[src/rtl/sck_pkg.sv]
`timescale 1ns / 1ps
`default_nettype none

package sck_pkg;

  localparam int FB        = 16;
  localparam int IN_W      = FB + 2;
  localparam int OUT_W     = FB + 4;
  localparam int SD_W      = FB + 1;
  localparam int SQ_W      = 2 * SD_W;
  localparam int QT_W      = FB + 5;
  localparam int INV_W     = 13;
  localparam int NORM_BITS = 28;

  localparam int DIV_STEPS  = FB + 4;
  localparam int DIV_LAST   = DIV_STEPS + 1;
  localparam int RCP_STAGES = DIV_LAST + 2;
  localparam int PLY_STAGES = 6;
  localparam int NUM_STAGES = RCP_STAGES + PLY_STAGES;

  localparam int HALF = 1 << FB;

  localparam logic [1:0] DIM_THREE_ALT = 2'd0;
  localparam logic [1:0] DIM_ONE       = 2'd1;
  localparam logic [1:0] DIM_TWO       = 2'd2;
  localparam logic [1:0] DIM_THREE     = 2'd3;

  localparam logic signed [31:0] OUT_MAX = 32'sd524287;
  localparam logic signed [31:0] OUT_MIN = -32'sd524288;

  typedef struct packed {
    logic [SD_W-1:0]  sd;
    logic [SQ_W-1:0]  sq;
    logic             far;
    logic             outer;
    logic [INV_W-1:0] inv_f;
    logic [INV_W-1:0] inv_p;
  } rcp_out_t;

  typedef struct packed {
    logic signed [OUT_W-1:0] gravity_potential;
    logic signed [OUT_W-1:0] gravity_force;
    logic signed [OUT_W-1:0] zeta_term;
    logic signed [OUT_W-1:0] omega_term;
    logic signed [OUT_W-1:0] kernel_slope;
    logic signed [OUT_W-1:0] kernel_value;
  } ply_res_t;

  function automatic logic signed [OUT_W-1:0] sat_out(input logic signed [31:0] v);
    logic signed [31:0] r;
    if (v > OUT_MAX) begin
      r = OUT_MAX;
    end else if (v < OUT_MIN) begin
      r = OUT_MIN;
    end else begin
      r = v;
    end
    return r[OUT_W-1:0];
  endfunction

  function automatic logic [NORM_BITS-1:0] norm_of(input logic [1:0] dims);
    logic [NORM_BITS-1:0] r;
    unique case (dims) inside
      DIM_ONE: r = 28'd178956971;
      DIM_TWO: r = 28'd122065228;
      DIM_THREE, DIM_THREE_ALT: r = 28'd85445659;
      default: r = 28'd85445659;
    endcase
    return r;
  endfunction

endpackage

`default_nettype wire

[src/rtl/sck_recip.sv]
`timescale 1ns / 1ps
`default_nettype none

module sck_recip import sck_pkg::*; (
  input  logic                  clk_i,
  input  logic [RCP_STAGES-1:0] en_i,
  input  logic [IN_W-1:0]       dist_i,
  output rcp_out_t              out_o
);

  localparam logic [SQ_W-1:0] NUM_F = SQ_W'(64'd1 << (2 * FB));
  localparam logic [SD_W-1:0] NUM_P = SD_W'(HALF);
  localparam logic [16:0]     RCP15_SMALL = 17'd69906;
  localparam int              PR_W = 34;

  logic [SD_W-1:0] sd_q    [0:DIV_LAST];
  logic [SQ_W-1:0] sq_q    [0:DIV_LAST];
  logic            far_q   [0:DIV_LAST];
  logic            outer_q [0:DIV_LAST];
  logic [SQ_W-1:0] rf_q    [1:DIV_LAST];
  logic [SD_W-1:0] rp_q    [1:DIV_LAST];
  logic [QT_W-1:0] qf_q    [1:DIV_LAST];
  logic [QT_W-1:0] qp_q    [1:DIV_LAST];

  logic [SD_W-1:0] sd_last_q;
  logic [SQ_W-1:0] sq_last_q;
  logic            far_last_q;
  logic            outer_last_q;
  logic [PR_W-1:0] prf_q;
  logic [PR_W-1:0] prp_q;

  always_ff @(posedge clk_i) begin
    if (en_i[0]) begin
      sd_q[0]    <= dist_i[SD_W-1:0];
      sq_q[0]    <= dist_i[SD_W-1:0] * dist_i[SD_W-1:0];
      far_q[0]   <= dist_i[IN_W-1];
      outer_q[0] <= dist_i[FB];
    end
  end

  logic ge_f1, ge_p1;

  always_comb begin
    ge_f1 = NUM_F >= sq_q[0];
    ge_p1 = NUM_P >= sd_q[0];
  end

  always_ff @(posedge clk_i) begin
    if (en_i[1]) begin
      sd_q[1]    <= sd_q[0];
      sq_q[1]    <= sq_q[0];
      far_q[1]   <= far_q[0];
      outer_q[1] <= outer_q[0];
      rf_q[1]    <= ge_f1 ? (NUM_F - sq_q[0]) : NUM_F;
      rp_q[1]    <= ge_p1 ? (NUM_P - sd_q[0]) : NUM_P;
      qf_q[1]    <= QT_W'(ge_f1);
      qp_q[1]    <= QT_W'(ge_p1);
    end
  end

  for (genvar k = 2; k <= DIV_LAST; k++) begin : g_step
    logic [SQ_W:0] shf;
    logic [SD_W:0] shp;
    logic          gef;
    logic          gep;
    logic [SQ_W:0] dff;
    logic [SD_W:0] dfp;

    always_comb begin
      shf = {rf_q[k-1], 1'b0};
      shp = {rp_q[k-1], 1'b0};
      gef = shf >= {1'b0, sq_q[k-1]};
      gep = shp >= {1'b0, sd_q[k-1]};
      dff = shf - {1'b0, sq_q[k-1]};
      dfp = shp - {1'b0, sd_q[k-1]};
    end

    always_ff @(posedge clk_i) begin
      if (en_i[k]) begin
        sd_q[k]    <= sd_q[k-1];
        sq_q[k]    <= sq_q[k-1];
        far_q[k]   <= far_q[k-1];
        outer_q[k] <= outer_q[k-1];
        rf_q[k]    <= gef ? dff[SQ_W-1:0] : shf[SQ_W-1:0];
        rp_q[k]    <= gep ? dfp[SD_W-1:0] : shp[SD_W-1:0];
        qf_q[k]    <= {qf_q[k-1][QT_W-2:0], gef};
        qp_q[k]    <= {qp_q[k-1][QT_W-2:0], gep};
      end
    end
  end

  // Rounded division by 240: add 120, drop four bits, then divide by 15.
  logic [QT_W-1:0] tf, tp;

  always_comb begin
    tf = qf_q[DIV_LAST] + QT_W'(120);
    tp = qp_q[DIV_LAST] + QT_W'(120);
  end

  always_ff @(posedge clk_i) begin
    if (en_i[DIV_LAST+1]) begin
      sd_last_q    <= sd_q[DIV_LAST];
      sq_last_q    <= sq_q[DIV_LAST];
      far_last_q   <= far_q[DIV_LAST];
      outer_last_q <= outer_q[DIV_LAST];
      prf_q        <= tf[QT_W-1:4] * RCP15_SMALL;
      prp_q        <= tp[QT_W-1:4] * RCP15_SMALL;
    end
  end

  always_comb begin
    out_o.sd    = sd_last_q;
    out_o.sq    = sq_last_q;
    out_o.far   = far_last_q;
    out_o.outer = outer_last_q;
    out_o.inv_f = prf_q[INV_W+19:20];
    out_o.inv_p = prp_q[INV_W+19:20];
  end

endmodule

`default_nettype wire

[config.mk]
export PLATFORM = sky130hd
export DESIGN_NAME = sck_recip
export DESIGN_NICKNAME = d
export VERILOG_FILES = /design/src/rtl/sck_pkg.sv /design/src/rtl/sck_recip.sv
export SDC_FILE = /design/constraint.sdc
export NUM_CORES = 2
export LEC_CHECK = 0
export ABC_CLOCK_PERIOD_IN_PS = 8840
export BUFFER_PORTS_ARGS = -buffer_cell sky130_fd_sc_hd__buf_2
export CAP_MARGIN = 20
export CORE_UTILIZATION = 56
export CTS_BUF_LIST = sky130_fd_sc_hd__clkbuf_8 sky130_fd_sc_hd__clkbuf_16
export CTS_CLUSTER_DIAMETER = 150
export DETAILED_ROUTE_END_ITERATION = 8
export PLACE_DENSITY_LB_ADDON = 0.15
export SYNTH_ARGS = -nofsm -noshare
export SYNTH_HDL_FRONTEND = slang
export SYNTH_SLANG_ARGS = --single-unit
[constraint.sdc]
create_clock -name clk_i -period 8.84 [get_ports clk_i]
set_clock_uncertainty 0.1 [all_clocks]
set_input_delay 0.442 -clock clk_i [delete_from_list [all_inputs] [get_ports clk_i]]
set_output_delay 0.442 -clock clk_i [all_outputs]
set_load 0.02 [all_outputs]
==> out/metrics.yaml <==
max-slew-margin-rel_pct: 23.2
p_sw_share_pct: 36.8
synth_edf_count: 2492
vias: 87500
cp.required_ns: 9.34
ctsResizeCount: 0
slew_viol_final: 0
regArea_um2: 74800
seqPwrFrac_pct: 33.4
synthArstFlopShare_pct: 0
ys_types: 97
cts_tree: "built"
grt_pass1_vias: 89800
p_clk_share_pct: 19.8
hold_slack_ns: 0.0781
clk_pin_slew_worst_paths_ns: 0.06
grtUsageTotal_pct: 22.6
port_buffers: 119
rsz0062_at_grt: "no"
rows: 183
core_area_um2: 249000
crit_fanout: 19
p_switching_w: 0.0209
min_period_ns: 7.17
finalPower_w: 0.0568
gp_congestion: 0.981
min_period_over_period_pct: 81.1
grt_pass1_wl_um: 461000
comb_power_share_pct: 46.8
peakVddDrop_mv: 0.370
p_per_area_nw_per_um2: 369
leakage_nw: 64.5
antenna_found_initial: 2
cts.sinks: 2492
cts-buffers-inserted: 291
ctsHoldBuffers: 39
drtIter0Drc: 4977
cap_violations: 0
clock_path_buffers: 4
ys_seq_elements: 2492
die_h_um: 503
avgSynthCellArea_um2: 11.9
die_x_um: 503
yosysWarnings: 0
cp.arrival_ns: 7.67
ant_nets: 0
cts_max_level: 5
fmax_mhz: 139
drt_wl_total_um: 285000
startpoint_type: "input port"
area_growth_pct: 9.88
grt_max_degree: 74
drive_gt1_share_pct: 8.93
hpwl_um: 220000
final_nets: 13600
clock_latency_ns: 0.91
drc: 0
grt_overflow: 0
critPathKind: "input port to register"
synth_area_um2: 140000
viasPerCell: 5.61
finalHoldViolations: 0
drt_first_pass_iters: 8
syn_inst: 11800
nFillCells: 19100
totalNegativeSetupSlack_ns: 0
p_int_w: 0.0359
io_pins: 121
die-area_um2: 253000
root_buffer: "clkbuf_16"
ys_seq_area_share_pct: 53.3
end_kind: "register"
status: "completed"
hp-class: "input port to register"
synth-main-ff-cell: "edfxtp_1"
initial_core_util_pct: 56.4
wire_per_inst_um: 18.3
multi_input_area_um2: 59300
cts_setup_buffers: 0
setup_viol: 0
worst_pin_slew_ns: 1.15
-- synth_stat cells, drive strengths merged (82+ instances only) --
cell / instances / share of area (%)
inv: 1437 / 3.8
xnor2: 479 / 3.0
nor3: 138 / 0.50
o21bai: 82 / 0.44
and3: 99 / 0.44
nand2: 667 / 1.8
nor2b: 139 / 0.62
xor2: 311 / 1.9
a21oi: 893 / 3.2
nor2: 668 / 1.8
and2: 109 / 0.49
edfxtp: 2492 / 53
mux2: 426 / 3.4
o21ai: 566 / 2.0
nand2b: 110 / 0.50
ha: 1176 / 10
nand3: 174 / 0.62
clkbuf: 175 / 0.47
a21o: 378 / 2.0
fa: 252 / 3.6
nand4: 120 / 0.54
o21a: 92 / 0.49
-- power by group through the flow --
| stage | Sequential (W) | Clock (W) | Combinational (W) |
|---|---|---|---|
| 3_5_place_dp | 0.0192 | 0 | 0.0263 |
| 4_1_cts | 0.0190 | 0.0115 | 0.0265 |
| 2_1_floorplan | 0.0186 | 0 | 0.0205 |
| 3_3_place_gp | 0.0191 | 0 | 0.0256 |
| 5_1_grt | 0.0193 | 0.0120 | 0.0297 |
| 6_report | 0.0190 | 0.0113 | 0.0266 |
-- layout make-up --
type,count,share of cell area (%)
diodes,1,0.00162
repair buffers,218,0.985
flip-flops and latches,2492,48.5
well taps,3330,2.70
clock inverters,184,1.00
multi-input cells,7640,38.5
clock buffers,294,4.77
inverters,1437,3.50
-- worst max-delay path, cell delays in order --
cell	delay, ns
dlygate4sd3_1	0.52
buf_2	0.46
nand2_1	0.16
fa_1	0.63
inv_1	0.07
fa_1	0.50
inv_1	0.05
fa_1	0.47
inv_1	0.06
fa_1	0.50
fa_1	0.55
inv_1	0.05
fa_1	0.52
inv_1	0.04
ha_1	0.35
a211oi_1	0.27
nand2_1	0.12
a2111oi_0	0.46
o311ai_0	0.33
nand2_1	0.14
o22ai_1	0.16
o41ai_1	0.37
o21bai_1	0.15
a31oi_1	0.22
xnor2_1	0.09
-- logic make-up (layout without fill, tap and decap cells) --
kind of cell,after synthesis,count (layout),synth area share (%)
compound gates,2544,2544,11.3
flops,2492,2492,53.3
buf+inv,1647,2133,4.47
xor+xnor,790,790,4.93
other cells,1,3,0.00267
mux,447,447,3.57
simple gates,2429,2429,8.31
fa+ha+maj,1428,1428,14.1
-- layout by cell type, fill, tap and decap left out, drive strengths merged, types with 30 or more instances in the layout --
master,netlist,final
clkbuf,175,294
buf,35,179
nor4,40,40
a211o,30,30
nor3,138,138
mux2,426,426
a21oi,893,893
a31oi,71,71
nand3,174,174
nor2b,139,139
or3,44,44
and3,99,99
nand2b,110,110
nor2,668,668
o21bai,82,82
a211oi,56,56
xor2,311,311
o31ai,49,49
or2,41,41
nand2,667,667
o21a,92,92
clkinv,0,98
ha,1176,1176
edfxtp,2492,2492
fa,252,252
nand4,120,120
a21o,378,378
inv,1437,1489
and2,109,109
o21ai,566,566
dlygate4sd3,0,39
a21boi,41,41
o31a,31,31
xnor2,479,479
-- worst paths after layout --
path	start	slack (ns)	depth (start not counted)	to
min reg2reg	qp_q[0][43]	0.30	0	qp_q[0][65]
max reg2reg	qf_q[0][444]	2.21	22	prf_q[27]
min	en_i[3]	0.08	1	qf_q[0][65]
max	dist_i[5]	1.67	25	sq_q[0][32]
-- layer usage --
metal	vias up	GRT usage [%]	wire length, um
met5	-	0	13
met4	2	9.55	12200
met3	661	2.62	8510
met2	1792	43.0	152000
met1	42000	25.2	112000
li1	43100	-	-
-- through the flow --
stage	setup WS (ns)	utilization, %	cells	cell area, um^2
detailed placement	1.31	58.2	15100	145000
floorplan	2.16	-	11800	140000
finish	1.67	61.9	15600	154000
global route	1.26	61.9	15600	154000
CTS	1.68	61.9	15600	154000
global placement	1.29	58.2	15100	145000
-- state kept, by name, summed over array words and instances, names as in the netlist --
name and flops:
rp_q 289, prp_q 13, sd_q 358, outer_last_q 1, far_q 22, qp_q 225
rf_q 577, sd_last_q 15, sq_q 709, outer_q 11, sq_last_q 33, far_last_q 1
prf_q 13, qf_q 225
(Power assumes the default switching activity.)
